==> src/rtl/lbs_pkg.sv <==
// Shared types and constants for the LED blink sequencer.
// No dependencies; imported by lbs_engine and led_blink_sequencer_core.
package lbs_pkg;

    // Operation codes carried by an input beat
    typedef enum logic [2:0] {
        OP_TICK       = 3'd0,
        OP_BURST      = 3'd1,
        OP_CONTINUOUS = 3'd2,
        OP_STOP       = 3'd3,
        OP_SHOW_ERROR = 3'd4
    } op_t;

    // Error display phase, one-hot
    typedef enum logic [2:0] {
        PH_ON  = 3'b001,
        PH_OFF = 3'b010,
        PH_GAP = 3'b100
    } err_phase_t;

    // Error display timing in milliseconds
    localparam logic [15:0] ERR_ONE_MS  = 16'd500;
    localparam logic [15:0] ERR_ZERO_MS = 16'd100;
    localparam logic [15:0] ERR_OFF_MS  = 16'd200;
    localparam logic [15:0] ERR_GAP_MS  = 16'd800;

    // Status produced by one beat, after its update
    typedef struct packed {
        logic       lit;
        logic       blinking;
        logic [7:0] burst_left;
        logic       err;
    } lbs_status_t;

    // Position of the most significant set bit, zero when none
    function automatic logic [2:0] top_bit(input logic [7:0] code);
        logic [2:0] p;
        p = 3'd0;
        for (int i = 0; i < 8; i++)
        begin
            if (code[i])
            begin
                p = 3'(i);
            end
        end
        return p;
    endfunction

endpackage

==> src/rtl/lbs_engine.sv <==
// Sequencer state and its combinational update for one registered input beat.
// Depends on lbs_pkg.
module lbs_engine
    import lbs_pkg::*;
#(
    parameter int TIME_BITS = 16
)
(
    input  logic               clk,
    input  logic               rst_n,
    input  logic               step,
    input  logic [2:0]         operation,
    input  logic [7:0]         blink_count,
    input  logic [15:0]        on_ms,
    input  logic [15:0]        off_ms,
    input  logic [7:0]         error_value,
    output lbs_status_t        status_next
);

    localparam int CW = (TIME_BITS > 16) ? TIME_BITS : 16;
    localparam logic [TIME_BITS-1:0] TMAX = {TIME_BITS{1'b1}};

    logic                 lit_reg, lit_next;
    logic [TIME_BITS-1:0] elapsed_reg, elapsed_next;
    logic [7:0]           burst_left_reg, burst_left_next;
    logic                 repeat_on_reg, repeat_on_next;
    logic [15:0]          cur_on_reg, cur_on_next;
    logic [15:0]          cur_off_reg, cur_off_next;
    logic [15:0]          rep_on_reg, rep_on_next;
    logic [15:0]          rep_off_reg, rep_off_next;
    logic                 err_active_reg, err_active_next;
    logic [7:0]           err_code_reg, err_code_next;
    logic [2:0]           err_bit_pos_reg, err_bit_pos_next;
    err_phase_t           err_phase_reg, err_phase_next;

    logic [TIME_BITS-1:0] el_inc;
    logic [CW-1:0]        el_wide;
    logic [15:0]          wait_ms;
    logic [15:0]          off_eff;
    logic [15:0]          err_on_ms;
    logic [TIME_BITS-1:0] off_sat;

    // Update the state for the beat in the input register
    always_comb
    begin
        lit_next         = lit_reg;
        elapsed_next     = elapsed_reg;
        burst_left_next  = burst_left_reg;
        repeat_on_next   = repeat_on_reg;
        cur_on_next      = cur_on_reg;
        cur_off_next     = cur_off_reg;
        rep_on_next      = rep_on_reg;
        rep_off_next     = rep_off_reg;
        err_active_next  = err_active_reg;
        err_code_next    = err_code_reg;
        err_bit_pos_next = err_bit_pos_reg;
        err_phase_next   = err_phase_reg;

        el_inc    = (elapsed_reg == TMAX) ? elapsed_reg : elapsed_reg + 1'b1;
        el_wide   = CW'(el_inc);
        wait_ms   = lit_reg ? cur_on_reg : cur_off_reg;
        off_eff   = (off_ms != 16'd0) ? off_ms : on_ms;
        off_sat   = (CW'(off_eff) > CW'(TMAX)) ? TMAX : TIME_BITS'(CW'(off_eff));
        err_on_ms = err_code_reg[err_bit_pos_reg] ? ERR_ONE_MS : ERR_ZERO_MS;

        if (operation == OP_TICK)
        begin
            elapsed_next = el_inc;
            if (err_active_reg)
            begin
                // Walk the error code bit by bit
                unique case (err_phase_reg)
                    PH_ON:
                    begin
                        if (el_wide >= CW'(err_on_ms))
                        begin
                            lit_next       = 1'b0;
                            err_phase_next = PH_OFF;
                            elapsed_next   = '0;
                        end
                    end
                    PH_OFF:
                    begin
                        if (el_wide >= CW'(ERR_OFF_MS))
                        begin
                            elapsed_next = '0;
                            if (err_bit_pos_reg == 3'd0)
                            begin
                                err_phase_next = PH_GAP;
                            end
                            else
                            begin
                                err_bit_pos_next = err_bit_pos_reg - 3'd1;
                                err_phase_next   = PH_ON;
                                lit_next         = 1'b1;
                            end
                        end
                    end
                    PH_GAP:
                    begin
                        if (el_wide >= CW'(ERR_GAP_MS))
                        begin
                            elapsed_next = '0;
                            if (err_code_reg != 8'd0)
                            begin
                                err_bit_pos_next = top_bit(err_code_reg);
                                err_phase_next   = PH_ON;
                                lit_next         = 1'b1;
                            end
                        end
                    end
                    default:
                    begin
                        err_phase_next = err_phase_reg;
                    end
                endcase
            end
            else if ((burst_left_reg != 8'd0 || repeat_on_reg) && el_wide >= CW'(wait_ms))
            begin
                // Toggle the LED and count a blink on each change to off
                elapsed_next = TIME_BITS'(el_wide - CW'(wait_ms));
                lit_next     = !lit_reg;
                if (lit_reg && burst_left_reg != 8'd0)
                begin
                    burst_left_next = burst_left_reg - 8'd1;
                    if (burst_left_reg == 8'd1 && repeat_on_reg)
                    begin
                        cur_on_next  = rep_on_reg;
                        cur_off_next = rep_off_reg;
                    end
                end
            end
        end
        else if (!err_active_reg)
        begin
            unique case (operation)
                OP_BURST, OP_CONTINUOUS:
                begin
                    burst_left_next = (operation == OP_BURST) ? blink_count : 8'd0;
                    cur_on_next     = on_ms;
                    cur_off_next    = off_eff;
                    elapsed_next    = lit_reg ? '0 : off_sat;
                    lit_next        = 1'b0;
                    if (operation == OP_CONTINUOUS)
                    begin
                        repeat_on_next = 1'b1;
                        rep_on_next    = on_ms;
                        rep_off_next   = off_eff;
                    end
                end
                OP_STOP:
                begin
                    burst_left_next = 8'd0;
                    repeat_on_next  = 1'b0;
                    lit_next        = 1'b0;
                end
                OP_SHOW_ERROR:
                begin
                    err_active_next = 1'b1;
                    err_code_next   = error_value;
                    burst_left_next = 8'd0;
                    repeat_on_next  = 1'b0;
                    elapsed_next    = '0;
                    if (error_value != 8'd0)
                    begin
                        err_bit_pos_next = top_bit(error_value);
                        err_phase_next   = PH_ON;
                        lit_next         = 1'b1;
                    end
                    else
                    begin
                        err_bit_pos_next = 3'd0;
                        err_phase_next   = PH_GAP;
                        lit_next         = 1'b0;
                    end
                end
                default:
                begin
                    lit_next = lit_reg;
                end
            endcase
        end

        status_next.lit        = lit_next;
        status_next.blinking   = err_active_next || (burst_left_next != 8'd0)
                                 || repeat_on_next;
        status_next.burst_left = burst_left_next;
        status_next.err        = err_active_next;
    end

    // Hold the state, advance on each beat taken from the input register
    always_ff @(posedge clk or negedge rst_n)
    begin
        if (!rst_n)
        begin
            lit_reg         <= 1'b0;
            elapsed_reg     <= '0;
            burst_left_reg  <= 8'd0;
            repeat_on_reg   <= 1'b0;
            cur_on_reg      <= 16'd0;
            cur_off_reg     <= 16'd0;
            rep_on_reg      <= 16'd0;
            rep_off_reg     <= 16'd0;
            err_active_reg  <= 1'b0;
            err_code_reg    <= 8'd0;
            err_bit_pos_reg <= 3'd0;
            err_phase_reg   <= PH_ON;
        end
        else if (step)
        begin
            lit_reg         <= lit_next;
            elapsed_reg     <= elapsed_next;
            burst_left_reg  <= burst_left_next;
            repeat_on_reg   <= repeat_on_next;
            cur_on_reg      <= cur_on_next;
            cur_off_reg     <= cur_off_next;
            rep_on_reg      <= rep_on_next;
            rep_off_reg     <= rep_off_next;
            err_active_reg  <= err_active_next;
            err_code_reg    <= err_code_next;
            err_bit_pos_reg <= err_bit_pos_next;
            err_phase_reg   <= err_phase_next;
        end
    end

endmodule

==> src/rtl/led_blink_sequencer_core.sv <==
// LED blink sequencer: an accepted input beat passes through the input register, then the
// result register, to its result beat; throughput one beat per cycle while out_stall
// is low. The elapsed counter width is TIME_BITS; the sequencer update is combinational.
// Reset (rst_n, asynchronous, active low) clears the sequencer state, empties both registers and
// sets active_level to 1.
// Depends on lbs_pkg and lbs_engine.
module led_blink_sequencer_core
    import lbs_pkg::*;
#(
    parameter int TIME_BITS = 16
)
(
    input  logic        clk,
    input  logic        rst_n,
    // Input channel
    input  logic        in_valid,
    output logic        in_stall,
    input  logic [2:0]  operation,
    input  logic [7:0]  blink_count,
    input  logic [15:0] on_ms,
    input  logic [15:0] off_ms,
    input  logic [7:0]  error_value,
    // Result channel
    output logic        out_valid,
    input  logic        out_stall,
    output logic        led_lit,
    output logic        pin_level,
    output logic        is_blinking,
    output logic [7:0]  blinks_remaining,
    output logic        in_error_mode,
    // Configuration channel
    input  logic        cfg_valid,
    output logic        cfg_ready,
    input  logic        cfg_data
);

    logic        in_valid_reg;
    logic [2:0]  op_reg;
    logic [7:0]  count_reg;
    logic [15:0] on_reg;
    logic [15:0] off_reg;
    logic [7:0]  code_reg;

    logic        out_valid_reg;
    lbs_status_t status_reg;
    lbs_status_t status_next;
    logic        active_level_reg;

    logic        advance;
    logic        accept;

    // Move a beat on when the result register is free or being drained
    assign advance  = in_valid_reg && (!out_valid_reg || !out_stall);
    assign in_stall = in_valid_reg && !advance;
    assign accept   = in_valid && !in_stall;

    // Input register
    always_ff @(posedge clk or negedge rst_n)
    begin
        if (!rst_n)
        begin
            in_valid_reg <= 1'b0;
        end
        else if (accept)
        begin
            in_valid_reg <= 1'b1;
        end
        else if (advance)
        begin
            in_valid_reg <= 1'b0;
        end
    end

    always_ff @(posedge clk)
    begin
        if (accept)
        begin
            op_reg    <= operation;
            count_reg <= blink_count;
            on_reg    <= on_ms;
            off_reg   <= off_ms;
            code_reg  <= error_value;
        end
    end

    lbs_engine #(
        .TIME_BITS (TIME_BITS)
    ) u_engine (
        .clk         (clk),
        .rst_n       (rst_n),
        .step        (advance),
        .operation   (op_reg),
        .blink_count (count_reg),
        .on_ms       (on_reg),
        .off_ms      (off_reg),
        .error_value (code_reg),
        .status_next (status_next)
    );

    // Result register
    always_ff @(posedge clk or negedge rst_n)
    begin
        if (!rst_n)
        begin
            out_valid_reg <= 1'b0;
        end
        else if (advance)
        begin
            out_valid_reg <= 1'b1;
        end
        else if (!out_stall)
        begin
            out_valid_reg <= 1'b0;
        end
    end

    always_ff @(posedge clk)
    begin
        if (advance)
        begin
            status_reg <= status_next;
        end
    end

    // Active level register
    assign cfg_ready = 1'b1;

    always_ff @(posedge clk or negedge rst_n)
    begin
        if (!rst_n)
        begin
            active_level_reg <= 1'b1;
        end
        else if (cfg_valid && cfg_ready)
        begin
            active_level_reg <= cfg_data;
        end
    end

    // Drive the result beat
    assign out_valid        = out_valid_reg;
    assign led_lit          = status_reg.lit;
    assign pin_level        = (status_reg.lit == active_level_reg);
    assign is_blinking      = status_reg.blinking;
    assign blinks_remaining = status_reg.burst_left;
    assign in_error_mode    = status_reg.err;

endmodule
==> config.mk <==
export PLATFORM = sky130hd
export DESIGN_NAME = led_blink_sequencer_core
export DESIGN_NICKNAME = d
export VERILOG_FILES = /design/src/rtl/lbs_pkg.sv /design/src/rtl/lbs_engine.sv /design/src/rtl/led_blink_sequencer_core.sv
export SDC_FILE = /design/constraint.sdc
export NUM_CORES = 1
export LEC_CHECK = 0
export BUFFER_PORTS_ARGS = -buffer_cell sky130_fd_sc_hd__buf_4
export CAP_MARGIN = 5
export CELL_PAD_IN_SITES_DETAIL_PLACEMENT = 1
export CELL_PAD_IN_SITES_GLOBAL_PLACEMENT = 1
export CORE_MARGIN = 2
export CORE_UTILIZATION = 43
export CTS_CLUSTER_SIZE = 16
export DETAILED_ROUTE_END_ITERATION = 10
export PLACE_DENSITY_LB_ADDON = 0.1
export SLEW_MARGIN = 20
export SYNTH_ARGS = -nofsm -noshare
export SYNTH_HDL_FRONTEND = slang
export SYNTH_HIERARCHICAL = 1
export SYNTH_SLANG_ARGS = --single-unit
==> constraint.sdc <==
create_clock -name clk -period 5.89 [get_ports clk]
set_input_delay 0.2945 -clock clk [delete_from_list [all_inputs] [get_ports clk]]
set_output_delay 0.2945 -clock clk [all_outputs]
set_load 0.05 [all_outputs]
==> results of run 1 <==
-- how the worst min path moves through the flow --
stage          startpoint                       to  depth (start not counted)
2_1_floorplan       rst_n             in_valid_reg                          0
3_3_place_gp        rst_n  u_engine/rep_on_reg[11]                          1
3_5_place_dp        rst_n  u_engine/rep_on_reg[13]                          1
4_1_cts          on_ms[2]                on_reg[2]                          1
5_1_grt         off_ms[1]               off_reg[1]                          1
6_report        off_ms[3]               off_reg[3]                          1
-- worst reg2reg max path, stage by stage (launching register included) --
cell and delay, ns:
dfrtp_1 0.46, ha_1 0.27, nand3_1 0.25, nor4_1 0.43, nor2_1 0.15, xnor2_1 0.22, inv_1 0.10, ha_1 0.38
a21o_1 0.24, a21o_1 0.19, a21oi_1 0.17, o21a_1 0.13, o22a_1 0.21, and4_4 0.33, nor4_1 0.07, a311o_1 0.38
or4_1 0.49, or4b_1 0.51
-- kinds of logic (layout without fill, tap and decap cells) --
| group | Yosys count | after routing | share of synthesized area |
|---|---|---|---|
| other cells | 1 | 1 | 0.0004020 |
| mux | 92 | 92 | 0.1117 |
| compound gates | 221 | 221 | 0.1403 |
| flops | 170 | 170 | 0.4895 |
| fa+ha+maj | 26 | 26 | 0.03487 |
| xor+xnor | 28 | 28 | 0.02709 |
| buf+inv | 75 | 142 | 0.03393 |
| simple gates | 318 | 318 | 0.1622 |
-- report_power, final --
group          internal, mW  switching, mW  total, mW
clock                 0.579          0.571       1.15
combinational         0.542          0.823       1.37
sequential             1.36          0.164       1.52
total                  2.48           1.56       4.04
-- layout make-up --
type	instances	area [um2]	area share
clock inverter	15	192.7	0.01797
inverter	28	105.1	0.009802
clock buffer	17	425.4	0.03967
sequential	170	4567	0.4259
multi-input combinational	686	4471	0.4169
tap	275	344.1	0.03209
timing repair buffer	82	618.1	0.05764
-- cell usage in the layout (no fill, tap or decap), types with 18 or more instances in the layout --
| cell | netlist | final |
|---|---|---|
| edfxtp_1 | 62 | 62 |
| nor2_1 | 63 | 62 |
| mux2i_1 | 22 | 22 |
| mux2_2 | 67 | 67 |
| o21ai_0 | 77 | 77 |
| nand3_1 | 20 | 20 |
| dfrtp_1 | 106 | 106 |
| xnor2_1 | 18 | 18 |
| ha_1 | 26 | 26 |
| a21oi_1 | 68 | 67 |
| nand2_1 | 129 | 129 |
| buf_4 | 4 | 81 |
| nor3_1 | 28 | 28 |
| inv_1 | 28 | 28 |
-- per-layer routing --
metal / up-vias / share of wire / GRT usage
met3: 28 / 0.037 / 0.04819
met4: 0 / 0.014 / 0.06729
met5: - / 0 / 0
met2: 128 / 0.46 / 0.3778
li1: 3489 / - / -
met1: 3568 / 0.49 / 0.3328
-- timing repair --
item                                    in CTS  in global routing
hold buffers                                 1                  0
endpoints found under the setup margin       0                  0
endpoints found under the hold margin       44                  0
-- stage by stage --
stage               setup WS [ns]  utilization  total power, mW  hold WS [ns]
finish                     0.6604       0.5069            4.035       0.01156
global placement           0.8604       0.4771            2.880        0.3570
floorplan                   1.036            -            2.489     -0.001091
global route               0.4429       0.5069            4.266     0.0001511
CTS                        0.6873       0.5068            4.059      0.002375
detailed placement         0.7051       0.4771            2.893        0.3596
==> results by group, run 1 <==
Setup path
  • Critical-path top delay cell: or4b_1
  • Setup crit start kind: flip-flop
  • Critical path buffers and inverters: 1
  • Setup CP Type: flip-flop to flip-flop
  • R2R Setup Slk: approximately 0.66 ns
  • Crit-path max cell delay: 0.51 ns
  • Worst endpoint required time: 6.08 ns
  • Worst-path maximum fanout: 12
  • Critical Path AT: between 5 and 6 ns
  • Critical path endpoint: is_blinking
  • Crit path depth: 17
  • Reg2reg end: is_blinking
  • Critical R2R Launch: u_engine/elapsed_reg[1]
  • Cells along the critical path: ha_1 -> nand3_1 -> nor4_1 -> nor2_1 -> xnor2_1 -> inv_1 -> ha_1 -> a21o_1 -> a21o_1 -> a21oi_1 -> o21a_1 -> o22a_1 -> and4_4 -> nor4_1 -> a311o_1 -> or4_1 -> or4b_1
  • Critical Path End Type: flip-flop
  • CP startpoint: u_engine/elapsed_reg[1]
  • Reg2Reg Depth: 17
  • Family with the most delay on the worst path: simple AND/OR/NAND/NOR gates

Clocking
  • Clock transition at the registers of the reported paths: 0.08 ns
  • Clock Sink Count: 170
  • Worst skew pair latency: 0.45 ns
  • CTS resizes: 0
  • H-tree lvl count: 4
  • Clk buf depth: 2
  • CTS buffer count: 17
  • Root buffer cell: clkbuf_16
  • CTS tree: yes
  • Setup bufs post-CTS: 0

STA
  • Final Max Tran Viols: 0
  • FMAX: 191.2 MHz
  • Fin Setup TNS: 0 ns
  • Min Tclk post-route: 5.230 ns
  • Unrepaired setup endpoints after global routing: false
  • Tightest Pin Transition: 0.9040 ns
  • Clock skew after layout: 0.03130 ns
  • Relative slew slack: 0.3951
  • Tcrit/Tclk final: 0.8879
  • Hold Violations, Final: 0
  • Final setup viols: 0

Logic synthesis
  • Cell with the most instances after synthesis: nand2_1
  • Top cells by area, synth: dfrtp_1 28%, edfxtp_1 20%, mux2_2 8.1%, nand2_1 5.2%, o21ai_0 4.1%
  • Post-Synthesis Cell Area: 0.009329 mm2
  • Post-synth top cells: 129 x nand2_1, 106 x dfrtp_1, 77 x o21ai_0
  • Ys Warns: 6
  • EDFF count, synth: 62
  • Synth Net Count: 1014
  • Cell taking the most area after synthesis: dfrtp_1
  • Count of state elements after synthesis: 170
  • Mapped Cells: 931
  • Ys flop type: dfrtp_1
  • Post-synthesis area per instance: approximately 10 um2
  • Seq/Total Area, Yosys: 0.4895
  • Fraction of registers with async set/reset: 0.6353
  • Post-synthesis cell type count: slightly below 70
  • Area share of the largest cell type after synthesis: 0.2843

Cells and area
  • N_diodes: 0
  • # nets final: approximately 1.1k
  • Layout area overhead: 14.94%
  • Design area: 0.01072 mm2
  • Fillers: 2368
  • Share of layout cells above drive strength 1: 0.2014
  • Non-filler cells, final: 1273

Detailed routing
  • Drt via density: 5.666
  • Vias: between 7k and 8k
  • Routed Antenna Nets: 0
  • Starting DRC count in detailed routing: 304
  • DRC: 0
  • DR WL/cell: 20.38 um
  • Post-Route WL: about 26 mm
  • DRT Pass-1 Iters: 4

Floorplanning
  • Core area: roughly 0.021 mm2
  • Die Wd: 151.3 um
  • Die H: between 150 and 200 um
  • Initial Util: 0.4410
  • Total die area: 0.02289 mm2
  • Ports: 72
  • Row cnt: 53

Status
  • Status: completed

Power and ir drop
  • Static leakage: 4.640 nW
  • Pwr/cell area: 376.3 mW/mm2
  • Max IR drop VDD: 0.2238 mV

Placed design
  • Area after DPL: 0.01009 mm2
  • # placed instances: 1240
  • Dpl hpwl: approximately 19 mm
  • Buffers on Ports: 70
  • Routability cong.: 0.9001

Global routing
  • First-pass GRT wire length: 41.23 mm
  • GRT Resource Usage Total: 0.2385
  • Grt ovf: 0
  • Initial antenna violation count: 0
  • Vias in the first global route: about 7.3k
  • Pin count of the biggest net entering global routing: 64

Job
  • Max_cap viols: 0

Worst hold path
  • Hold crit path type: primary input to flip-flop
Power figures use the tool's default switching activity.
==> run 2, diff against run 1 <==
Settings changed: REMOVE_ABC_BUFFERS from default to 1.
==> results by group, run 2 (synthesized netlist as in run 1, its figures left out) <==
Cells and area
  • Share of layout cells above drive strength 1: 0.1998 (-0.001601)
  • Fillers: 2380 (+0.51%)
  • Layout area overhead: 15.87%
  • Commonest non-fill, non-tap cell in the layout: nand2_1
  • # nets final: 1081 (+1.2%)
  • Most frequent cells in the layout: 129 x nand2_1, 106 x dfrtp_1, 83 x buf_4
  • Non-filler cells, final: 1286 (+1.0%)
  • N_diodes: 0 (unchanged)

Detailed routing
  • DRC: 0 (unchanged)
  • Met3 routed WL: 860 um (-12%)
  • DRT Pass-1 Iters: 5 (+1)
  • M1 WL: 12.07 mm (-4.1%)
  • Highest metal used: met4
  • Vias: 7322 (+1.5%)
  • Post-Route WL: 26.04 mm (+0.35%)
  • Routed Antenna Nets: 0 (unchanged)
  • Drt via density: 5.694 (+0.48%)
  • DR WL/cell: 20.24 um (-0.66%)
  • Starting DRC count in detailed routing: 435 (+43%)
  • Detail Route met2 WL: 12.72 mm (+5.9%)

STA
  • Fin Setup TNS: 0 ns (unchanged)
  • Final setup viols: 0 (unchanged)
  • Setup WS post-layout: 0.5211 ns (-0.1393 ns)
  • Min Tclk post-route: 5.369 ns (+0.1393 ns)
  • Hold Violations, Final: 0 (unchanged)
  • Worst hold slack: 0.01746 ns (+0.005892 ns)
  • Unrepaired setup endpoints after global routing: false
  • Tcrit/Tclk final: 0.9115 (+0.02365)
  • Tightest Pin Transition: 0.9229 ns (+0.01884 ns)
  • Clock skew after layout: 0.01175 ns (-0.01955 ns)
  • Relative slew slack: 0.3791 (-0.01601)
  • Final Max Tran Viols: 0 (unchanged)
  • FMAX: 186.3 MHz (-2.6%)

Setup path
  • Critical path buffers and inverters: 2 (+1)
  • Setup crit start kind: flip-flop
  • Setup CP Type: flip-flop to flip-flop
  • Cells along the critical path: ha_1 -> nand3_1 -> nor4_1 -> buf_4 -> nor2_1 -> xnor2_1 -> inv_1 -> ha_1 -> a21o_1 -> a21o_1 -> a21oi_1 -> o21a_1 -> o22a_1 -> and4_4 -> nor4_1 -> a311o_1 -> or4_1 -> or4b_1
  • Worst endpoint required time: 6.08 ns (about the same)
  • Critical-path top delay cell: or4b_1
  • Critical Path AT: 5.56 ns (+0.14 ns)
  • Critical Path End Type: flip-flop
  • Worst-path maximum fanout: 12 (unchanged)
  • Crit-path max cell delay: 0.50 ns (about the same)
  • Family with the most delay on the worst path: simple AND/OR/NAND/NOR gates

Placed design
  • Buffers on Ports: 70 (unchanged)
  • Dpl hpwl: 18.10 mm (-5.0%)
  • Pre-CTS setup slack: 0.6918 ns (-0.01331 ns)
  • # placed instances: 1242 (+0.16%)
  • Routability cong.: 0.8690 (-3.5%)

Clocking
  • CTS resizes: 0 (unchanged)
  • CTS buffer count: 17 (unchanged)
  • Clock Sink Count: 170 (unchanged)
  • Worst skew pair latency: 0.45 ns (about the same)
  • Setup bufs post-CTS: 0 (unchanged)
  • Root buffer cell: clkbuf_16
  • Clk buf depth: 2 (unchanged)
  • Clock transition at the registers of the reported paths: 0.08 ns (about the same)
  • CTS tree: yes
  • H-tree lvl count: 4 (unchanged)

Power and ir drop
  • Pwr/cell area: 372.5 mW/mm2 (-1.0%)
  • Int Pwr: 2.472 mW (-0.21%)
  • Gate power share: 0.344 (+0.006)
  • Sequential Power Share: 0.380 (+0.004)
  • Static leakage: 4.681 nW (+0.90%)
  • Switching part of the total: 0.3861 (about the same)
  • Clock Power Share: 0.276 (-0.009)
  • Power Total: 4.026 mW (-0.23%)
  • Max IR drop VDD: 0.1818 mV (-19%)
  • P_sw: 1.554 mW (-0.26%)

Global routing
  • GRT Resource Usage Total: 0.2413 (+0.002866)
  • Vias in the first global route: 7630 (+4.1%)
  • Grt ovf: 0 (unchanged)
  • First-pass GRT wire length: 42.03 mm (+1.9%)
  • Pin count of the biggest net entering global routing: 65 (+1.6%)
  • Initial antenna violation count: 1 (+1)

Floorplanning
  • Total die area: 0.02289 mm2 (unchanged)
  • Row cnt: 53 (unchanged)
  • Initial Util: 0.4410 (unchanged)
  • Die H: 151.3 um (unchanged)
  • Ports: 72 (unchanged)
  • Core area: 0.02115 mm2 (unchanged)
  • Die Wd: 151.3 um (unchanged)

Worst hold path
  • Hold crit path type: primary input to flip-flop

Status
  • Status: completed

Job
  • Max_cap viols: 0 (unchanged)
## run 2: cell types whose count changed in the layout (fill, tap and decap cells not counted), sizes merged
cell         delta
buf             +2
dlygate4sd3    +11
clkinv          -1
inv             +1
## run 2: routing by layer
layer | up-vias | GRT usage
li1 | 3518 | -
met1 | 3637 | 0.3246
met2 | 136 | 0.4007
met3 | 31 | 0.04127
met4 | 0 | 0.07056
met5 | - | 0
## run 2: repair_timing
item / 4_1_cts / 5_1_grt
hold endpoints to repair: 52 / 11
hold buffers: 1 / 11
endpoints found under the setup margin: 0 / 0
## run 2: cell type report
cell class	count	area (um2)	area share
timing repair buffer	95	743.2	0.06876
sequential	170	4567	0.4225
inverter	28	105.1	0.009723
clock inverter	15	155.1	0.01435
clock buffer	17	425.4	0.03936
multi-input combinational	686	4469	0.4135
tap	275	344.1	0.03183
## run 2: path summary, 6_finish.rpt
kind,start,end,slack (ns),cells after the start
hold / removal,on_ms[9],on_reg[9],0.02,1
setup / recovery,u_engine/elapsed_reg[1],is_blinking,0.52,18
hold reg to reg,u_engine/rep_off_reg[0],u_engine/rep_off_reg[0],0.49,2
setup reg to reg,u_engine/elapsed_reg[1],is_blinking,0.52,18
min in group asynchronous,rst_n,u_engine/rep_on_reg[2],0.46,2
max in group asynchronous,rst_n,u_engine/cur_off_reg[11],4.20,3
## run 2: power by group through the flow
stage	registers, mW	clock network, mW	logic [mW]
5_1_grt	1.55	1.19	1.53
6_report	1.53	1.11	1.38
3_3_place_gp	1.55	0	1.34
3_5_place_dp	1.55	0	1.35
2_1_floorplan	1.56	0	0.896
4_1_cts	1.53	1.14	1.37
## run 2: worst reg2reg max path: stages (launching register included)
cell	delay, ns
dfrtp_1	0.46
ha_1	0.28
nand3_1	0.25
nor4_1	0.40
buf_4	0.23
nor2_1	0.09
xnor2_1	0.18
inv_1	0.10
ha_1	0.37
a21o_1	0.25
a21o_1	0.19
a21oi_1	0.19
o21a_1	0.14
o22a_1	0.21
and4_4	0.34
nor4_1	0.09
a311o_1	0.40
or4_1	0.47
or4b_1	0.50
## run 2: metrics by stage
| stage | instance area (um2) | utilization |
|---|---|---|
| final | 10810 | 0.5110 |
| after global routing | 10810 | 0.5110 |
| after CTS | 10700 | 0.5058 |
| after detailed placement | 10110 | 0.4778 |
| after global placement | 10110 | 0.4778 |
| after floorplan | 9117 | - |
